File: config.mk
export PLATFORM = sky130hd
export DESIGN_NAME = shp_queue
export DESIGN_NICKNAME = d
export VERILOG_FILES = /design/src/rtl/shp_pkg.sv /design/src/rtl/shp_queue.sv
export SDC_FILE = /design/constraint.sdc
export NUM_CORES = 1
export LEC_CHECK = 0
export BUFFER_PORTS_ARGS = -buffer_cell sky130_fd_sc_hd__buf_2
export CORE_UTILIZATION = 35
export CTS_CLUSTER_SIZE = 28
export DETAILED_ROUTE_END_ITERATION = 8
export HOLD_SLACK_MARGIN = 0.12
export RECOVER_POWER = 100
export SETUP_SLACK_MARGIN = 0.05
export SYNTH_ARGS = -nofsm -noshare
export SYNTH_HDL_FRONTEND = slang
export SYNTH_SLANG_ARGS = --single-unit
export TNS_END_PERCENT = 30
File: constraint.sdc
create_clock -name clk -period 17.7 [get_ports clk]
set_input_delay 0.885 -clock clk [delete_from_list [all_inputs] [get_ports clk]]
set_output_delay 0.885 -clock clk [all_outputs]
set_load 0.01 [all_outputs]
File: src/rtl/shp_pkg.sv
`timescale 1ns / 1ps
// ----------------------------------------------------------------------------
// SH order-2 projection package
// Shared widths, basis constants and the types that pass between the front
// end, the work queue and the back end.
// ----------------------------------------------------------------------------
package shp_pkg;

    // Field widths of the sample and result channels.
    localparam int DIR_W        = 16;
    localparam int WEIGHT_W     = 16;
    localparam int COEF_W       = 40;
    localparam int NCOEF        = 9;
    localparam int COEF_IDX_W   = 4;

    // Default accumulator width; the top level may widen it.
    localparam int ACC_WIDTH_DEF = 40;

    // Polynomial terms are Q.30 and need 33 bits for 3y*y-1 at full scale.
    localparam int POLY_W       = 33;
    // Radiance is unsigned Q1.15 and never exceeds 16 bits.
    localparam int RAD_W        = 16;
    // Basis constants are unsigned Q.20.
    localparam int BASIS_W      = 21;

    // Number of prepared samples held between the front and back ends.
    localparam int QUEUE_DEPTH  = 2;

    // Basis constants for the terms 1, z, y, x, xz, zy, 3yy-1, xy, xx-zz.
    localparam logic [BASIS_W-1:0] BASIS_K [NCOEF] = '{
        21'd295798,  21'd512337,  21'd512337,
        21'd512337,  21'd1145620, 21'd1145620,
        21'd330712,  21'd1145620, 21'd572810
    };

    // One prepared sample: its polynomial terms, radiance and weight.
    typedef struct packed {
        logic [NCOEF-1:0][POLY_W-1:0] poly;
        logic [RAD_W-1:0]             rad;
        logic [WEIGHT_W-1:0]          weight;
        logic                         last;
    } shp_work_t;

    // Queue fill status seen by both ends.
    typedef struct packed {
        logic full;
        logic empty;
    } shp_q_status_t;

endpackage

File: src/rtl/shp_queue.sv
`timescale 1ns / 1ps
// ----------------------------------------------------------------------------
// SH projection work queue
// Short FIFO of prepared samples between the front and back ends. The back
// end works on the head entry in place and releases it when it is done.
// ----------------------------------------------------------------------------
module shp_queue (
    input  logic                    clk,
    input  logic                    rst_n,
    input  logic                    push,
    input  shp_pkg::shp_work_t      push_data,
    input  logic                    pop,
    output shp_pkg::shp_q_status_t  status,
    output shp_pkg::shp_work_t      head
);
    import shp_pkg::*;

    localparam int PTR_W = (QUEUE_DEPTH > 1) ? $clog2(QUEUE_DEPTH) : 1;
    localparam int CNT_W = $clog2(QUEUE_DEPTH + 1);
    localparam logic [PTR_W-1:0] PTR_LAST = PTR_W'(QUEUE_DEPTH - 1);
    localparam logic [CNT_W-1:0] CNT_FULL = CNT_W'(QUEUE_DEPTH);

    shp_work_t          entry_reg [QUEUE_DEPTH];
    logic [PTR_W-1:0]   wr_ptr_reg;
    logic [PTR_W-1:0]   rd_ptr_reg;
    logic [CNT_W-1:0]   count_reg;

    assign status.full  = (count_reg == CNT_FULL);
    assign status.empty = (count_reg == '0);
    assign head         = entry_reg[rd_ptr_reg];

    // Pointers and fill count.
    always_ff @(posedge clk or negedge rst_n)
    begin
        if (!rst_n)
        begin
            wr_ptr_reg <= '0;
            rd_ptr_reg <= '0;
            count_reg  <= '0;
        end
        else
        begin
            if (push)
            begin
                wr_ptr_reg <= (wr_ptr_reg == PTR_LAST) ? '0 : wr_ptr_reg + PTR_W'(1);
            end
            if (pop)
            begin
                rd_ptr_reg <= (rd_ptr_reg == PTR_LAST) ? '0 : rd_ptr_reg + PTR_W'(1);
            end
            if (push && !pop)
            begin
                count_reg <= count_reg + CNT_W'(1);
            end
            else if (pop && !push)
            begin
                count_reg <= count_reg - CNT_W'(1);
            end
        end
    end

    // Entry storage.
    always_ff @(posedge clk)
    begin
        if (push)
        begin
            entry_reg[wr_ptr_reg] <= push_data;
        end
    end

    assert property (@(posedge clk) disable iff (!rst_n)
        push |-> !status.full)
        else $error("sample written into a full work queue");

    assert property (@(posedge clk) disable iff (!rst_n)
        pop |-> !status.empty)
        else $error("sample released from an empty work queue");

endmodule

==> reports/metrics.cfg <==
[timing]
slew_headroom=-1.926
tightest_slew_ns=4.389
clock.fmax_mhz=107.5
post-route-period-util=0.5255
holdWs_ns=0.4567
fin_skew_ns=0.01764
setup_viol=0
rsz0062_at_grt=false
fin_tns_setup_ns=0
slew_violations=1024
hold_viol=0
fin_crit_ns=9.302

[cells_and_area]
nets=2098
final_cell_mix=660 x edfxtp_1, 463 x buf_2, 286 x mux2_1
final_util=0.4248
final_common_cell=edfxtp_1
fin_cells=2772
largest_reg_flops=660
drive_gt1_frac=0.3370
areaGrowthSynthToFinish_pct=20.08

[routing]
drt-initial-drc-count=591
drc=0
avgViaCountPerCell=4.505
ant_nets=0
wl_per_cell_microns=20.57
vias=12490
routed_wl_microns=57030
drtPass1Iterations=4

[clock_network]
ctsResizeCount=0
cts_made_buffers=74
htreeDepth=3
clock_latency_ns=0.60
cts_sinks=664
tritoncts=yes
clk_pin_slew_ns=0.06
clk_path_buf_depth=3
root_buffer=clkbuf_16

[power]
pwr-share-comb=0.258
clockPowerShare=0.294
p_switching_uw=1475
peakVddDrop_mv=0.1171
intPower_uw=3482
pwr-share-seq=0.447
p_leak_uw=0.01086
switching_share=0.2976
power_density_nw_per_um2=162.9

[synth]
synth_area_per_cell_sq_um=24.29
synth.distinct_cells=15
synth_ff_type=edfxtp_1
synth_top_cell_area_share=0.7824
synth_area_leaders=edfxtp_1 78%, mux2_4 17%, buf_8 1.8%
ys_ff_latch=664
synth-edff-count=660
ys_seq_area_frac=0.7863
syn_nets=1378
synth_cells=1043
synth_top_cell_by_area=edfxtp_1
yosysWarnings=0
async_flop_share=0.006024
synth_area_sq_um=25330

[worst_setup_path]
worstPathRequired_ns=16.82
crit_start=rd_ptr_reg$_DFFE_PN0P_
path_class=reg -> out
critPathCaptureType=primary output
arrival_ns=8.42
critical_path.max_fanout=62
cp-start-kind=register
reg2reg_from=wr_ptr_reg$_DFFE_PN0P_

[global_routing]
antenna_found_initial=15
globalRoute.busiestLayer=met2
grt_pass1_vias=13410
grtUsageMet2=0.2643
grt_pass1_wl_microns=82200
overflow=0
track_usage=0.1504
grtUsageMet1=0.1584
grt_max_degree=72
gr-usage-met3=0.06399

[die]
std_cell_rows=98
dieArea_sq_um=73460
die_h_microns=271.0
initial_core_util=0.3538
core_sq_um=71610
die_w_microns=271.0
io_pins=666

[hold_path]
hp-class=in -> reg
worstHoldStart=push_data[256]

[outcome]
violations=max-capacitance violations, max-slew violations
status=complete, but fails checks

[place]
portBuffers=665
gp_congestion=0.8697
placedCellCount=2636
dpl.hpwl_microns=39170

[job]
drv_cap=18

[stage by stage]
stage	area, sq um	power (uW)	setup slack, ns
after floorplan	25330	3489	1.571
after global placement	29450	3829	13.25
after detailed placement	29450	3852	13.16
after CTS	31800	5336	12.49
after global routing	30420	5199	7.486
final	30420	4957	8.398
[kinds of logic (layout without fill, tap and decap cells)]
| family | count (synthesis) | count (layout) | synth area share |
|---|---|---|---|
| adders and majority gates | 1 | 1 | 0.0004938 |
| DFF | 664 | 664 | 0.7863 |
| buffers and inverters | 38 | 814 | 0.02074 |
| muxes | 330 | 330 | 0.1897 |
| xor gates and xnor gates | 5 | 5 | 0.001729 |
| other | 0 | 3 | 0 |
| and+or+nand+nor | 5 | 5 | 0.001037 |
[routing by layer]
metal / wire length [microns] / part of all wire
met1: 20850 / 0.37
met2: 28540 / 0.50
met3: 5551 / 0.097
met4: 1966 / 0.034
met5: 120 / 0.0021
[final timing paths]
| kind | slack, ns | end | depth (start not counted) |
|---|---|---|---|
| min in group asynchronous | 0.66 | wr_ptr_reg$_DFFE_PN0P_ | 2 |
| max | 8.40 | head[274] | 4 |
| max in group asynchronous | 16.85 | rd_ptr_reg$_DFFE_PN0P_ | 2 |
| min reg2reg | 0.48 | count_reg[1]$_DFFE_PN0P_ | 1 |
| min | 0.46 | entry_reg[0][256]$_DFFE_PP_ | 1 |
| max reg2reg | 8.91 | entry_reg[1][158]$_DFFE_PP_ | 3 |
[cell type report]
| cell class | count | area, sq um |
|---|---|---|
| Fill cell | 6673 | 41190 |
| Sequential cell | 664 | 19920 |
| Multi-Input combinational cell | 341 | 3817 |
| Timing Repair Buffer | 681 | 3142 |
| Clock buffer | 82 | 1903 |
| Tap cell | 950 | 1189 |
| Clock inverter | 50 | 436.7 |
| Antenna cell | 3 | 7.507 |
| Inverter | 1 | 3.754 |
[power groups by stage]
stage | registers, uW | logic [uW] | clock network, uW
floorplan | 2320 | 1160 | 0
global placement | 2230 | 1600 | 0
detailed placement | 2240 | 1610 | 0
CTS | 2210 | 1620 | 1510
global route | 2250 | 1390 | 1560
finish | 2220 | 1280 | 1460
[synth_stat cells (2+ instances only)]
master    instances
buf_2             4
xor2_1            4
mux2_2           40
mux2_4          290
nor2b_1           2
dfrtp_1           4
nor2_1            2
edfxtp_1        660
buf_12            2
buf_8            30
[critical path, stage by stage (launching register included)]
cell,delay [ns]
dfrtp_1,2.28
clkbuf_1,2.50
clkbuf_1,2.31
mux2_2,0.48
buf_2,0.14
[timing repair]
action / in CTS / in global routing
setup buffers: 0 / 0
hold buffers: 1 / 0
endpoints found under the hold margin: 4 / 0
Power figures use the tool's default switching activity.
