$ cat src/rtl/shp_pkg.sv
`timescale 1ns / 1ps
// ----------------------------------------------------------------------------
// SH order-2 projection package
// Shared widths, basis constants and the types that pass between the front
// end, the work queue and the back end.
// ----------------------------------------------------------------------------
package shp_pkg;

    // Field widths of the sample and result channels.
    localparam int DIR_W        = 16;
    localparam int WEIGHT_W     = 16;
    localparam int COEF_W       = 40;
    localparam int NCOEF        = 9;
    localparam int COEF_IDX_W   = 4;

    // Default accumulator width; the top level may widen it.
    localparam int ACC_WIDTH_DEF = 40;

    // Polynomial terms are Q.30 and need 33 bits for 3y*y-1 at full scale.
    localparam int POLY_W       = 33;
    // Radiance is unsigned Q1.15 and never exceeds 16 bits.
    localparam int RAD_W        = 16;
    // Basis constants are unsigned Q.20.
    localparam int BASIS_W      = 21;

    // Number of prepared samples held between the front and back ends.
    localparam int QUEUE_DEPTH  = 2;

    // Basis constants for the terms 1, z, y, x, xz, zy, 3yy-1, xy, xx-zz.
    localparam logic [BASIS_W-1:0] BASIS_K [NCOEF] = '{
        21'd295798,  21'd512337,  21'd512337,
        21'd512337,  21'd1145620, 21'd1145620,
        21'd330712,  21'd1145620, 21'd572810
    };

    // One prepared sample: its polynomial terms, radiance and weight.
    typedef struct packed {
        logic [NCOEF-1:0][POLY_W-1:0] poly;
        logic [RAD_W-1:0]             rad;
        logic [WEIGHT_W-1:0]          weight;
        logic                         last;
    } shp_work_t;

    // Queue fill status seen by both ends.
    typedef struct packed {
        logic full;
        logic empty;
    } shp_q_status_t;

endpackage

$ cat src/rtl/shp_front.sv
`timescale 1ns / 1ps
// ----------------------------------------------------------------------------
// SH projection front end
// Accepts one sample, then works out its radiance and polynomial terms with
// one shared 16x16 multiplier over twelve steps and hands the result to the
// work queue.
// ----------------------------------------------------------------------------
module shp_front (
    input  logic                                 clk,
    input  logic                                 rst_n,
    input  logic                                 in_valid,
    output logic                                 in_stall,
    input  logic signed [shp_pkg::DIR_W-1:0]     dir_x,
    input  logic signed [shp_pkg::DIR_W-1:0]     dir_y,
    input  logic signed [shp_pkg::DIR_W-1:0]     dir_z,
    input  logic [shp_pkg::WEIGHT_W-1:0]         sample_weight,
    input  logic                                 last_sample,
    input  shp_pkg::shp_q_status_t               q_status,
    output logic                                 push,
    output shp_pkg::shp_work_t                   push_data
);
    import shp_pkg::*;

    typedef enum logic [1:0] {
        F_IDLE,
        F_CALC,
        F_PUSH
    } fstate_t;

    // Step codes of the calculation sequence.
    localparam logic [3:0] STEP_LIN      = 4'd0;
    localparam logic [3:0] STEP_SQ_FIRST = 4'd1;
    localparam logic [3:0] STEP_SQ_LAST  = 4'd5;
    localparam logic [3:0] STEP_XZ       = 4'd6;
    localparam logic [3:0] STEP_ZY       = 4'd7;
    localparam logic [3:0] STEP_YY       = 4'd8;
    localparam logic [3:0] STEP_XY       = 4'd9;
    localparam logic [3:0] STEP_XX       = 4'd10;
    localparam logic [3:0] STEP_ZZ       = 4'd11;

    // Positions of the polynomial terms.
    localparam int P_ONE  = 0;
    localparam int P_Z    = 1;
    localparam int P_Y    = 2;
    localparam int P_X    = 3;
    localparam int P_XZ   = 4;
    localparam int P_ZY   = 5;
    localparam int P_YY   = 6;
    localparam int P_XY   = 7;
    localparam int P_XXZZ = 8;

    localparam int FRAC_W  = 15;
    localparam int PROD_W  = 2 * DIR_W;
    localparam int P_W     = DIR_W - 1;

    localparam logic [DIR_W-1:0]  LIN_K     = 16'd22938;
    localparam logic [RAD_W-1:0]  RAD_BASE  = 16'd9830;
    localparam logic [PROD_W-1:0] HALF_FRAC = PROD_W'(1) << (FRAC_W - 1);
    localparam logic [POLY_W-1:0] POLY_ONE  = POLY_W'(1) << (2 * FRAC_W);

    fstate_t                    fstate_reg;
    logic [3:0]                 step_reg;
    logic signed [DIR_W-1:0]    x_reg;
    logic signed [DIR_W-1:0]    y_reg;
    logic signed [DIR_W-1:0]    z_reg;
    logic [P_W-1:0]             p_reg;
    shp_work_t                  work_reg;

    logic                       accept;
    logic signed [DIR_W-1:0]    mul_a;
    logic signed [DIR_W-1:0]    mul_b;
    logic signed [PROD_W-1:0]   mul_prod;
    logic [PROD_W-1:0]          rnd_sum;
    logic [P_W-1:0]             p_round;
    logic [POLY_W-1:0]          prod_ext;

    assign accept    = in_valid && !in_stall;
    assign in_stall  = (fstate_reg != F_IDLE);
    assign push      = (fstate_reg == F_PUSH) && !q_status.full;
    assign push_data = work_reg;

    // Operand selection for the shared multiplier.
    always_comb
    begin
        mul_a = x_reg;
        mul_b = z_reg;
        if (step_reg == STEP_LIN)
        begin
            mul_a = {1'b0, p_reg};
            mul_b = LIN_K;
        end
        else if (step_reg inside {[STEP_SQ_FIRST:STEP_SQ_LAST]})
        begin
            mul_a = {1'b0, p_reg};
            mul_b = {1'b0, p_reg};
        end
        else
        begin
            case (step_reg)
                STEP_XZ:
                begin
                    mul_a = x_reg;
                    mul_b = z_reg;
                end
                STEP_ZY:
                begin
                    mul_a = z_reg;
                    mul_b = y_reg;
                end
                STEP_YY:
                begin
                    mul_a = y_reg;
                    mul_b = y_reg;
                end
                STEP_XY:
                begin
                    mul_a = x_reg;
                    mul_b = y_reg;
                end
                STEP_XX:
                begin
                    mul_a = x_reg;
                    mul_b = x_reg;
                end
                STEP_ZZ:
                begin
                    mul_a = z_reg;
                    mul_b = z_reg;
                end
                default:
                begin
                    mul_a = x_reg;
                    mul_b = z_reg;
                end
            endcase
        end
    end

    // Product, Q.15 rounding for the radiance steps and sign extension.
    always_comb
    begin
        mul_prod = mul_a * mul_b;
        rnd_sum  = $unsigned(mul_prod) + HALF_FRAC;
        p_round  = rnd_sum[FRAC_W +: P_W];
        prod_ext = {mul_prod[PROD_W-1], mul_prod};
    end

    // Sequencer state.
    always_ff @(posedge clk or negedge rst_n)
    begin
        if (!rst_n)
        begin
            fstate_reg <= F_IDLE;
            step_reg   <= STEP_LIN;
        end
        else
        begin
            case (fstate_reg)
                F_IDLE:
                begin
                    if (in_valid)
                    begin
                        fstate_reg <= F_CALC;
                        step_reg   <= STEP_LIN;
                    end
                end
                F_CALC:
                begin
                    step_reg <= step_reg + 4'd1;
                    if (step_reg == STEP_ZZ)
                    begin
                        fstate_reg <= F_PUSH;
                    end
                end
                F_PUSH:
                begin
                    if (!q_status.full)
                    begin
                        fstate_reg <= F_IDLE;
                    end
                end
                default:
                begin
                    fstate_reg <= F_IDLE;
                end
            endcase
        end
    end

    // Sample capture and step results.
    always_ff @(posedge clk)
    begin
        if (accept)
        begin
            x_reg                  <= dir_x;
            y_reg                  <= dir_y;
            z_reg                  <= dir_z;
            p_reg                  <= dir_y[DIR_W-1] ? '0 : dir_y[P_W-1:0];
            work_reg.weight        <= sample_weight;
            work_reg.last          <= last_sample;
            work_reg.poly[P_ONE]   <= POLY_ONE;
            work_reg.poly[P_Z]     <= {{(POLY_W-DIR_W-FRAC_W){dir_z[DIR_W-1]}},
                                       dir_z, {FRAC_W{1'b0}}};
            work_reg.poly[P_Y]     <= {{(POLY_W-DIR_W-FRAC_W){dir_y[DIR_W-1]}},
                                       dir_y, {FRAC_W{1'b0}}};
            work_reg.poly[P_X]     <= {{(POLY_W-DIR_W-FRAC_W){dir_x[DIR_W-1]}},
                                       dir_x, {FRAC_W{1'b0}}};
        end
        else if (fstate_reg == F_CALC)
        begin
            if (step_reg == STEP_LIN)
            begin
                work_reg.rad <= RAD_BASE + {1'b0, p_round};
            end
            else if (step_reg inside {[STEP_SQ_FIRST:STEP_SQ_LAST]})
            begin
                p_reg <= p_round;
                if (step_reg == STEP_SQ_LAST)
                begin
                    work_reg.rad <= work_reg.rad + {1'b0, p_round};
                end
            end
            else
            begin
                case (step_reg)
                    STEP_XZ: work_reg.poly[P_XZ] <= prod_ext;
                    STEP_ZY: work_reg.poly[P_ZY] <= prod_ext;
                    STEP_YY: work_reg.poly[P_YY] <= prod_ext
                                                    + {prod_ext[POLY_W-2:0], 1'b0}
                                                    - POLY_ONE;
                    STEP_XY: work_reg.poly[P_XY] <= prod_ext;
                    STEP_XX: work_reg.poly[P_XXZZ] <= prod_ext;
                    STEP_ZZ: work_reg.poly[P_XXZZ] <= work_reg.poly[P_XXZZ] - prod_ext;
                    default: work_reg.poly[P_XXZZ] <= work_reg.poly[P_XXZZ];
                endcase
            end
        end
    end

    // A new sample always starts the sequence at the radiance step.
    assert property (@(posedge clk) disable iff (!rst_n)
        accept |=> (fstate_reg == F_CALC) && (step_reg == STEP_LIN))
        else $error("front end did not start a new sample at the first step");

endmodule

$ cat config.mk
export PLATFORM = sky130hd
export DESIGN_NAME = shp_front
export DESIGN_NICKNAME = d
export VERILOG_FILES = /design/src/rtl/shp_pkg.sv /design/src/rtl/shp_front.sv
export SDC_FILE = /design/constraint.sdc
export NUM_CORES = 1
export LEC_CHECK = 0
export ABC_AREA = 1
export ABC_CLOCK_PERIOD_IN_PS = 10600
export BUFFER_PORTS_ARGS = -buffer_cell sky130_fd_sc_hd__buf_2
export CORE_ASPECT_RATIO = 1.1
export CORE_MARGIN = 2
export CORE_UTILIZATION = 56
export CTS_CLUSTER_SIZE = 40
export DETAILED_ROUTE_END_ITERATION = 7
export PLACE_DENSITY_LB_ADDON = 0.3
export SETUP_SLACK_MARGIN = 0.05
export SLEW_MARGIN = 20
export SYNTH_ARGS = -nofsm -noshare
export SYNTH_HDL_FRONTEND = slang
export SYNTH_SLANG_ARGS = --single-unit
export TNS_END_PERCENT = 30
$ cat constraint.sdc
create_clock -name clk -period 10.6 [get_ports clk]
set_input_delay 0.53 -clock clk [delete_from_list [all_inputs] [get_ports clk]]
set_output_delay 0.53 -clock clk [all_outputs]
set_load 0.005 [all_outputs]
==> results.json <==
{
  "grt_pass1_wl_um": 123300,
  "post-route-drc-count": 0,
  "clk_path_buf_depth": 3,
  "die_y_um": 231.1,
  "synth.avg_cell_area_sq_um": 8.805,
  "cp_data_arrival_time_ps": 10300,
  "fin_area_sq_um": 29760,
  "max-cap-violations": 0,
  "yosysSeqAreaShare": 0.3009,
  "rsz0062_at_grt": "true",
  "ys_async_sr_fraction": 0.02273,
  "grt_overflow": 0,
  "place.port_buffers": 322,
  "io_pins": 402,
  "hp-class": "primary input to register",
  "synth-main-ff-cell": "edfxtp_1",
  "grtUsageTotal": 0.3328,
  "antenna_left": 0,
  "drt_first_pass_iters": 5,
  "netlist_area_sq_um": 26250,
  "finClkSkew_ps": 42.44,
  "largest_register_ffs": 243,
  "post_dp_cell_area_sq_um": 28720,
  "layout.nets": 3906,
  "dpl.hpwl_um": 67150,
  "synth_edf_count": 258,
  "htreeDepth": 1,
  "finalMaxSlewViolations": 0,
  "setup_slack_ps": 632.9,
  "required_ps": 10930,
  "slew_headroom": 0.3753,
  "fin_tns_setup_ps": 0,
  "start_kind": "register",
  "drive_above_1_share": 0.1807,
  "fp.dieW_um": 210.4,
  "cts_tree": "done",
  "synth.ff_latch_count": 264,
  "cts_buffers": 28,
  "path_clk_slew_ps": 70,
  "synthCells": 2981,
  "grt_max_degree": 70,
  "ys_warn_count": 0,
  "status": "complete, no violations",
  "fillers": 3951,
  "cts_sinks": 264,
  "coreArea_sq_um": 46520,
  "period_minus_slack_ps": 9967,
  "syn_to_final_growth_pct": 13.39,
  "fmax_ghz": 0.1003,
  "wl_um": 80860,
  "grt_antenna_before_repair": 0,
  "num_rows": 83,
  "place_ws_ps": 472.8,
  "finalSetupViolations": 0,
  "die_area_sq_um": 48620,
  "finalHoldViolations": 0,
  "grt_pass1_vias": 22010,
  "critical_path_class": "register to register",
  "min_period_over_period": 0.9403,
  "worstMarginPinSlew_ps": 930.3,
  "cpPeakStageDelay_ps": 580,
  "root_buffer": "clkbuf_16",
  "viasPerCell": 5.478,
  "synth.distinct_cells": 58,
  "drt_iter0_drc": 1678,
  "worstSetupEndpointType": "register",
  "crit_fanout": 8,
  "vias": 21860,
  "initial_core_util": 0.5642,
  "clkLatencyLatePin_ps": 580,
  "place_congestion": 0.9793,
  "routedWlPerCell_um": 20.27,
  "slowest_stage": "fa_1"
}
==> cells by family after synthesis <==
| logic type | synth area share |
|---|---|
| xor+xnor | 0.02298 |
| buf+inv | 0.1189 |
| compound gates | 0.08457 |
| other cells | 0.0002861 |
| fa+ha+maj | 0.2970 |
| flops | 0.3009 |
| simple gates | 0.1754 |
==> cells in the final DEF, fill, tap and decap left out, types with 34 or more instances in the layout <==
master | Yosys | routed
nand2_1 | 581 | 580
inv_2 | 37 | 42
nand2_2 | 33 | 34
ha_1 | 199 | 199
buf_2 | 26 | 322
fa_1 | 265 | 265
xor2_1 | 44 | 44
nor2_1 | 223 | 221
conb_1 | 2 | 78
inv_1 | 568 | 563
o21ai_0 | 118 | 115
edfxtp_1 | 258 | 258
nand3_1 | 118 | 116
buf_4 | 88 | 89
a21oi_1 | 146 | 145
==> per-stage QoR <==
stage | std cells | utilization | hold slack (ps)
6_report | 3990 | 0.6397 | 123.3
5_1_grt | 3988 | 0.6396 | 118.5
4_1_cts | 3983 | 0.6378 | 119.6
3_5_place_dp | 3931 | 0.6173 | 365.2
3_3_place_gp | 3931 | 0.6173 | 361.6
2_1_floorplan | 3057 | - | 234.4
==> layout make-up <==
type	count	area, sq um	share of cell area
tap	595	744.5	0.02501
clock inverter	19	231.5	0.007777
clock buffer	32	715.7	0.02405
sequential	264	7898	0.2654
multi-input combinational	2058	15580	0.5235
timing repair buffer	413	2310	0.07761
inverter	607	2278	0.07655
antenna	2	5.005	0.0001682
==> what timing repair did <==
item,CTS,global route
endpoints found under the hold margin,6,0
resized for setup,0,13
endpoints found under the setup margin,0,8
hold buffers,1,0
setup buffers,0,5
==> critical path, delay by kind of cell, from the launching register on <==
kind / cells / cell delay (ps)
AOI/OAI and AO/OA: 6 / 1050
and+or+nand+nor: 22 / 2500
buffers and inverters: 14 / 1470
xor gates and xnor gates: 1 / 90
DFF: 1 / 430
adders and majority gates: 10 / 4160
==> routing by layer <==
metal / part of all wire / up-vias / global-route usage
met1: 0.40 / 10610 / 0.4353
met5: 0 / - / 0
met3: 0.077 / 177 / 0.05420
met4: 0.048 / 0 / 0.1378
li1: - / 10150 / -
met2: 0.48 / 924 / 0.5539
==> final timing paths <==
kind	endpoint	startpoint	slack (ps)	depth (start not counted)
min in group asynchronous	fstate_reg[0]	rst_n	330	2
max in group asynchronous	step_reg[1]	rst_n	10120	2
worst min register to register	step_reg[1]	step_reg[1]	550	2
worst max-delay path	push_data[31]	step_reg[0]	630	53
worst max register to register	push_data[31]	step_reg[0]	630	53
worst min-delay path	push_data[7]	sample_weight[6]	120	1
==> synthesized netlist by cell type, types with 3 or more instances <==
cell,n,area (sq um)
nand2_1,581,2181
inv_1,568,2132
fa_1,265,5305
edfxtp_1,258,7747
nor2_1,223,837.1
ha_1,199,2490
a21oi_1,146,730.7
nand3_1,118,590.6
o21ai_0,118,590.6
buf_4,88,660.6
xor2_1,44,385.4
inv_2,37,138.9
nand2_2,33,206.5
buf_2,26,130.1
nand4_1,24,150.1
xnor2_1,23,201.4
a22oi_1,19,142.6
nor3_1,18,90.09
nor2_2,17,106.4
o22ai_1,16,100.1
or2_2,14,87.58
o21bai_1,12,90.09
clkbuf_1,11,41.29
o21ai_1,11,55.05
a31oi_1,8,50.05
o211ai_1,8,60.06
a21o_1,6,45.04
dfrtp_1,6,150.1
nand3_2,6,60.06
nor2_4,6,67.56
o21ai_2,6,52.55
a211oi_1,5,37.54
a21oi_2,5,43.79
a221oi_1,5,43.79
nor4_1,5,31.28
o21a_1,5,37.54
nor3_2,4,40.04
and2_1,3,18.77
buf_1,3,11.26
nand2_4,3,33.78
nand3b_1,3,22.52
o2111ai_1,3,26.28
o31ai_1,3,22.52
Power is not shown: default switching activity piles up to over one toggle a cycle in this logic, so the estimate is an artifact.
