File: src/rtl/shp_pkg.sv
`timescale 1ns / 1ps
// ----------------------------------------------------------------------------
// SH order-2 projection package
// Shared widths, basis constants and the types that pass between the front
// end, the work queue and the back end.
// ----------------------------------------------------------------------------
package shp_pkg;

    // Field widths of the sample and result channels.
    localparam int DIR_W        = 16;
    localparam int WEIGHT_W     = 16;
    localparam int COEF_W       = 40;
    localparam int NCOEF        = 9;
    localparam int COEF_IDX_W   = 4;

    // Default accumulator width; the top level may widen it.
    localparam int ACC_WIDTH_DEF = 40;

    // Polynomial terms are Q.30 and need 33 bits for 3y*y-1 at full scale.
    localparam int POLY_W       = 33;
    // Radiance is unsigned Q1.15 and never exceeds 16 bits.
    localparam int RAD_W        = 16;
    // Basis constants are unsigned Q.20.
    localparam int BASIS_W      = 21;

    // Number of prepared samples held between the front and back ends.
    localparam int QUEUE_DEPTH  = 2;

    // Basis constants for the terms 1, z, y, x, xz, zy, 3yy-1, xy, xx-zz.
    localparam logic [BASIS_W-1:0] BASIS_K [NCOEF] = '{
        21'd295798,  21'd512337,  21'd512337,
        21'd512337,  21'd1145620, 21'd1145620,
        21'd330712,  21'd1145620, 21'd572810
    };

    // One prepared sample: its polynomial terms, radiance and weight.
    typedef struct packed {
        logic [NCOEF-1:0][POLY_W-1:0] poly;
        logic [RAD_W-1:0]             rad;
        logic [WEIGHT_W-1:0]          weight;
        logic                         last;
    } shp_work_t;

    // Queue fill status seen by both ends.
    typedef struct packed {
        logic full;
        logic empty;
    } shp_q_status_t;

endpackage

File: src/rtl/shp_back.sv
`timescale 1ns / 1ps
// ----------------------------------------------------------------------------
// SH projection back end
// Takes the head sample of the work queue through the nine basis terms with
// one shared multiplier, four steps per term, adds each weighted term into
// its saturating accumulator and emits the nine sums on a last sample.
// ----------------------------------------------------------------------------
module shp_back #(
    parameter int ACC_WIDTH = shp_pkg::ACC_WIDTH_DEF
) (
    input  logic                                            clk,
    input  logic                                            rst_n,
    input  shp_pkg::shp_q_status_t                          q_status,
    input  shp_pkg::shp_work_t                              head,
    output logic                                            pop,
    output logic                                            out_valid,
    input  logic                                            out_stall,
    output logic [shp_pkg::NCOEF-1:0][shp_pkg::COEF_W-1:0]  coef
);
    import shp_pkg::*;

    typedef enum logic [1:0] {
        B_IDLE,
        B_CALC,
        B_EMIT
    } bstate_t;

    typedef enum logic [1:0] {
        PH_BASIS,
        PH_RAD,
        PH_WEIGHT,
        PH_ACC
    } phase_t;

    localparam int MUL_A_W  = POLY_W;
    localparam int MUL_B_W  = BASIS_W + 1;
    localparam int PROD_W   = MUL_A_W + MUL_B_W;
    localparam int B_W      = 32;
    localparam int T_W      = 27;

    localparam int BASIS_SHIFT  = 20;
    localparam int RAD_SHIFT    = 21;
    localparam int WEIGHT_SHIFT = 16;

    localparam logic [PROD_W-1:0] HALF_BASIS  = PROD_W'(1) << (BASIS_SHIFT - 1);
    localparam logic [PROD_W-1:0] HALF_RAD    = PROD_W'(1) << (RAD_SHIFT - 1);
    localparam logic [PROD_W-1:0] HALF_WEIGHT = PROD_W'(1) << (WEIGHT_SHIFT - 1);

    localparam logic [COEF_IDX_W-1:0] LAST_COEF = COEF_IDX_W'(NCOEF - 1);

    localparam logic [ACC_WIDTH-1:0] ACC_MAX  = {1'b0, {(ACC_WIDTH-1){1'b1}}};
    localparam logic [ACC_WIDTH-1:0] ACC_MIN  = {1'b1, {(ACC_WIDTH-1){1'b0}}};
    localparam logic [COEF_W-1:0]    COEF_MAX = {1'b0, {(COEF_W-1){1'b1}}};
    localparam logic [COEF_W-1:0]    COEF_MIN = {1'b1, {(COEF_W-1){1'b0}}};

    bstate_t                        bstate_reg;
    phase_t                         phase_reg;
    logic [COEF_IDX_W-1:0]          coef_idx_reg;
    logic                           out_valid_reg;
    logic [ACC_WIDTH-1:0]           acc_reg [NCOEF];
    logic signed [B_W-1:0]          b_reg;
    logic signed [T_W-1:0]          t_reg;
    logic signed [T_W-1:0]          term_reg;
    logic [NCOEF-1:0][COEF_W-1:0]   out_coef_reg;

    logic signed [MUL_A_W-1:0]      mul_a;
    logic signed [MUL_B_W-1:0]      mul_b;
    logic signed [PROD_W-1:0]       mul_prod;
    logic [PROD_W-1:0]              rnd_basis;
    logic [PROD_W-1:0]              rnd_rad;
    logic [PROD_W-1:0]              rnd_weight;
    logic [ACC_WIDTH:0]             acc_sum;
    logic [ACC_WIDTH-1:0]           acc_new;
    logic [COEF_W-1:0]              sat_val [NCOEF];
    logic                           out_free;
    logic                           load_out;

    assign out_valid = out_valid_reg;
    assign coef      = out_coef_reg;
    assign out_free  = !out_valid_reg || !out_stall;
    assign load_out  = (bstate_reg == B_EMIT) && head.last && out_free;
    assign pop       = (bstate_reg == B_EMIT) && (!head.last || out_free);

    // Operand selection for the shared multiplier.
    always_comb
    begin
        mul_a = head.poly[coef_idx_reg];
        mul_b = {1'b0, BASIS_K[coef_idx_reg]};
        case (phase_reg)
            PH_BASIS:
            begin
                mul_a = head.poly[coef_idx_reg];
                mul_b = {1'b0, BASIS_K[coef_idx_reg]};
            end
            PH_RAD:
            begin
                mul_a = {{(MUL_A_W-B_W){b_reg[B_W-1]}}, b_reg};
                mul_b = {{(MUL_B_W-RAD_W){1'b0}}, head.rad};
            end
            PH_WEIGHT:
            begin
                mul_a = {{(MUL_A_W-T_W){t_reg[T_W-1]}}, t_reg};
                mul_b = {{(MUL_B_W-WEIGHT_W){1'b0}}, head.weight};
            end
            default:
            begin
                mul_a = head.poly[coef_idx_reg];
                mul_b = {1'b0, BASIS_K[coef_idx_reg]};
            end
        endcase
    end

    // Product with round-half-up for each step.
    always_comb
    begin
        mul_prod   = mul_a * mul_b;
        rnd_basis  = $unsigned(mul_prod) + HALF_BASIS;
        rnd_rad    = $unsigned(mul_prod) + HALF_RAD;
        rnd_weight = $unsigned(mul_prod) + HALF_WEIGHT;
    end

    // Saturating accumulate of the current term.
    always_comb
    begin
        acc_sum = {acc_reg[coef_idx_reg][ACC_WIDTH-1], acc_reg[coef_idx_reg]}
                  + {{(ACC_WIDTH+1-T_W){term_reg[T_W-1]}}, term_reg};
        if (acc_sum[ACC_WIDTH] != acc_sum[ACC_WIDTH-1])
        begin
            acc_new = acc_sum[ACC_WIDTH] ? ACC_MIN : ACC_MAX;
        end
        else
        begin
            acc_new = acc_sum[ACC_WIDTH-1:0];
        end
    end

    // Clamp of each sum to the result width.
    for (genvar gi = 0; gi < NCOEF; gi++)
    begin : g_out_sat
        if (ACC_WIDTH > COEF_W)
        begin : g_clamp
            logic [ACC_WIDTH-COEF_W:0] top_bits;
            assign top_bits    = acc_reg[gi][ACC_WIDTH-1:COEF_W-1];
            assign sat_val[gi] = (&top_bits || !(|top_bits))
                               ? acc_reg[gi][COEF_W-1:0]
                               : (acc_reg[gi][ACC_WIDTH-1] ? COEF_MIN : COEF_MAX);
        end
        else if (ACC_WIDTH == COEF_W)
        begin : g_same
            assign sat_val[gi] = acc_reg[gi];
        end
        else
        begin : g_extend
            assign sat_val[gi] = {{(COEF_W-ACC_WIDTH){acc_reg[gi][ACC_WIDTH-1]}},
                                  acc_reg[gi]};
        end
    end

    // Sequencer, accumulators and result valid.
    always_ff @(posedge clk or negedge rst_n)
    begin
        if (!rst_n)
        begin
            bstate_reg    <= B_IDLE;
            phase_reg     <= PH_BASIS;
            coef_idx_reg  <= '0;
            out_valid_reg <= 1'b0;
            for (int i = 0; i < NCOEF; i++)
            begin
                acc_reg[i] <= '0;
            end
        end
        else
        begin
            if (load_out)
            begin
                out_valid_reg <= 1'b1;
            end
            else if (!out_stall)
            begin
                out_valid_reg <= 1'b0;
            end

            case (bstate_reg)
                B_IDLE:
                begin
                    if (!q_status.empty)
                    begin
                        bstate_reg   <= B_CALC;
                        phase_reg    <= PH_BASIS;
                        coef_idx_reg <= '0;
                    end
                end
                B_CALC:
                begin
                    case (phase_reg)
                        PH_BASIS:  phase_reg <= PH_RAD;
                        PH_RAD:    phase_reg <= PH_WEIGHT;
                        PH_WEIGHT: phase_reg <= PH_ACC;
                        PH_ACC:
                        begin
                            acc_reg[coef_idx_reg] <= acc_new;
                            phase_reg             <= PH_BASIS;
                            if (coef_idx_reg == LAST_COEF)
                            begin
                                bstate_reg <= B_EMIT;
                            end
                            else
                            begin
                                coef_idx_reg <= coef_idx_reg + COEF_IDX_W'(1);
                            end
                        end
                        default: phase_reg <= PH_BASIS;
                    endcase
                end
                B_EMIT:
                begin
                    if (pop)
                    begin
                        bstate_reg <= B_IDLE;
                    end
                    if (load_out)
                    begin
                        for (int i = 0; i < NCOEF; i++)
                        begin
                            acc_reg[i] <= '0;
                        end
                    end
                end
                default:
                begin
                    bstate_reg <= B_IDLE;
                end
            endcase
        end
    end

    // Intermediate products and the result register.
    always_ff @(posedge clk)
    begin
        if (bstate_reg == B_CALC)
        begin
            case (phase_reg)
                PH_BASIS:  b_reg    <= rnd_basis[BASIS_SHIFT +: B_W];
                PH_RAD:    t_reg    <= rnd_rad[RAD_SHIFT +: T_W];
                PH_WEIGHT: term_reg <= rnd_weight[WEIGHT_SHIFT +: T_W];
                default:   term_reg <= term_reg;
            endcase
        end
        if (load_out)
        begin
            for (int i = 0; i < NCOEF; i++)
            begin
                out_coef_reg[i] <= sat_val[i];
            end
        end
    end

    // Emitting a result always leaves the sums cleared.
    assert property (@(posedge clk) disable iff (!rst_n)
        load_out |=> (acc_reg[0] == '0) && (acc_reg[NCOEF-1] == '0))
        else $error("accumulators not cleared after a result was emitted");

    // After each accumulate the next term starts from its first step.
    assert property (@(posedge clk) disable iff (!rst_n)
        (bstate_reg == B_CALC) && (phase_reg == PH_ACC) && (coef_idx_reg != LAST_COEF)
        |=> (phase_reg == PH_BASIS) && (coef_idx_reg == $past(coef_idx_reg) + 1'b1))
        else $error("basis term sequence skipped or repeated a term");

endmodule

File: config.mk
export PLATFORM = sky130hd
export DESIGN_NAME = shp_back
export DESIGN_NICKNAME = d
export VERILOG_FILES = /design/src/rtl/shp_pkg.sv /design/src/rtl/shp_back.sv
export SDC_FILE = /design/constraint.sdc
export NUM_CORES = 2
export LEC_CHECK = 0
export ABC_AREA = 1
export BUFFER_PORTS_ARGS = -buffer_cell sky130_fd_sc_hd__buf_2
export CAP_MARGIN = 15
export CORE_UTILIZATION = 45
export CTS_CLUSTER_SIZE = 25
export DETAILED_ROUTE_END_ITERATION = 7
export SYNTH_ARGS = -nofsm -noshare
export SYNTH_HDL_FRONTEND = slang
export SYNTH_SLANG_ARGS = --single-unit
File: constraint.sdc
create_clock -name clk -period 13.5 [get_ports clk]
set_input_delay 0.675 -clock clk [delete_from_list [all_inputs] [get_ports clk]]
set_output_delay 0.675 -clock clk [all_outputs]
set_load 0.05 [all_outputs]
==> impl_metrics.tcl <==
set metrics [dict create \
    ys_warn_count 0 \
    fp.dieH_um 369.3 \
    area_growth_pct 13.24 \
    antenna_found_initial 14 \
    avgSynthCellArea_um2 9.354 \
    hpwl_mm 178.4 \
    utilization 0.5145 \
    dpl_cell_area_um2 66240 \
    firstDrtPassIters 8 \
    grt_busiest_layer "met2" \
    synth_edf_count 446 \
    crit_top_cell "fa_1" \
    layout.cells.non_filler 8899 \
    drcViolationCount 110 \
    synth-compound-area-share 0.1239 \
    holdBufCountCts 0 \
    cts_resized 0 \
    slowest_stage "nor2_4" \
    grt_max_degree 162 \
    finalSetupTns_ps 0 \
    crit_arrival_ps 12330 \
    hold_class "in2async" \
    hold_viol 0 \
    ys.flop_type "edfxtp_1" \
    yosys.area_share.xor_xnor 0.01939 \
    drive_above_1_share 0.1543 \
    coreArea_um2 133600 \
    htreeDepth 3 \
    dieArea_um2 136400 \
    num_rows 134 \
    worstMarginPinSlew_ps 1250 \
    most-common-layout-cells "inv_1 (1109), nand2_1 (1029), buf_2 (694)" \
    mostFrequentLayoutCell "inv_1" \
    fmax_ghz 0.08365 \
    synth.mux.area_fraction 0 \
    endpoint_kind "register" \
    grt_overflow 0 \
    routed_wl_mm 235.1 \
    die_width_um 369.3 \
    synth_seq_area_share 0.3727 \
    track_usage 0.3404 \
    path_max_fanout 38 \
    path_delay_family "adder cells" \
    cts_tree "yes" \
    synth_top_family_by_area "adder cells" \
    initial_core_util 0.4544 \
    gp_congestion 1.005 \
    vias 50860 \
    insertion_delay_ps 680 \
    final_cell_area_um2 68760 \
    violations "DRC" \
    port_buffers 695 \
    grt_use_met2 0.5430 \
    cts_root_buffer "clkbuf_16" \
    finalCriticalPeriod_ps 11950 \
    placedCellCount 8752 \
    cpPeakStageDelay_ps 820 \
    fin_crit_sh 0.8855 \
    synth_cells 6491 \
    grt_pass1_wl_mm 338.4 \
    critPathLaunchType "register" \
    drv_slew 0 \
    nets 8245 \
    synth-seq-cells 815 \
    maxCapViolCount 0 \
    yosys.area_share.simple 0.1358 \
    use_met1 0.4521 \
    relSlewSlack 0.1665 \
    ios 697 \
    criticalPathCategory "reg2reg" \
    async_flop_share 0.4528 \
    status "finished, violations left" \
    worst-path-buf-inv 6 \
    cts_buffer_depth 3 \
    cts.sinks 815 \
    drt_iter0_markers 5959 \
    vias_per_cell 5.716 \
    grt_pass1_vias 49940 \
    wire_per_inst_um 26.42 \
    cts_made_buffers 75 \
    grt_use_met3 0.06350 \
    clock_skew_ps 45.86 \
    ant_nets 0 \
    cts_setup_buffers 0 \
    clk_pin_slew_ps 60 \
    syn-cell-area_um2 60720 \
    grt_setup_unrepaired "false" \
    synth_cell_types 64 \
    synth_nets 7675 \
    setup_violations 0 \
    required_ps 13880 \
    synthAdderAreaFrac 0.2571 \
]
## worst reg2reg max path, delay by kind of cell (launching register included)
| kind | cells | cell delay, ps |
|---|---|---|
| buf+inv | 6 | 1480 |
| simple gates | 12 | 3100 |
| flops | 1 | 770 |
| xor+xnor | 1 | 720 |
| compound gates | 6 | 1670 |
| fa+ha+maj | 8 | 3940 |
## per-layer routing
layer / wire (µm) / up-vias / share of wire
li1: - / 22180 / -
met1: 94290 / 25530 / 0.40
met2: 108900 / 2601 / 0.46
met3: 20020 / 533 / 0.085
met4: 11760 / 20 / 0.050
met5: 157 / - / 0.00067
## final cells by class
class / count / area (µm²)
clock buffer: 100 / 2072
inverter: 1161 / 4370
tap: 1768 / 2212
fill: 12520 / 64870
clock inverter: 39 / 427.9
timing repair buffer: 800 / 4289
antenna: 8 / 20.02
multi-input combinational: 4208 / 32730
sequential: 815 / 22630
## Yosys cell counts (7+ instances only)
cell type	instances	area (µm²)
nand2_1	1032	3874
o22ai_1	212	1326
inv_1	1115	4185
o2111ai_1	16	140.1
o21a_1	7	52.55
clkbuf_1	253	949.7
xor2_1	78	683.2
fa_1	664	13290
nand3_1	152	760.7
nand4_1	25	156.4
inv_2	22	82.58
a31oi_1	18	112.6
dfrtp_1	369	9234
edfxtp_1	446	13390
nor2_2	18	112.6
buf_1	38	142.6
or2_2	7	43.79
ha_1	185	2315
a21o_1	11	82.58
buf_2	14	70.07
a31o_2	33	289.0
nor2_4	7	78.83
o31ai_1	9	67.56
nor3_1	38	190.2
a221oi_1	48	420.4
nor4_1	9	56.30
o21ai_1	12	60.06
xnor2_1	44	385.4
o21ai_2	16	140.1
a21oi_1	281	1406
clkinv_1	24	90.09
a22o_1	36	315.3
nand2_2	19	118.9
nor2_1	667	2504
nand3b_1	7	52.55
o221ai_1	82	718.2
o21ai_0	396	1982
a32o_1	18	180.2
## worst paths after layout
| kind | from | to | slack, ps | depth (start not counted) |
|---|---|---|---|---|
| worst min-delay path | rst_n | acc_reg[250] | 3 | 1 |
| max in group asynchronous | rst_n | coef_idx_reg[0] | 11040 | 3 |
| worst max register to register | coef_idx_reg[2] | b_reg[29] | 1550 | 33 |
| worst max-delay path | coef_idx_reg[2] | b_reg[29] | 1550 | 33 |
| worst min register to register | acc_reg[310] | coef[70] | 440 | 0 |
| min in group clk | out_stall | out_valid | 330 | 3 |
## cells by family after synthesis
logic type	Yosys count
buffers and inverters	1468
adder cells (fa/ha/maj)	849
AND/OR/NAND/NOR	2010
AO/OA/AOI/OAI	1221
XOR/XNOR	128
flip-flops	815
## per-stage QoR
stage                     worst slack [ps]  hold slack (ps)
after CTS                             1793            23.49
after global placement                1882            428.0
after global routing                  1119            63.64
after floorplan                      934.3            379.4
final                                 1546            2.930
after detailed placement              1790            430.4
Power is left out: the tool's default activity adds up to more than one toggle a clock period on the data nets, which glitch-free logic cannot reach.
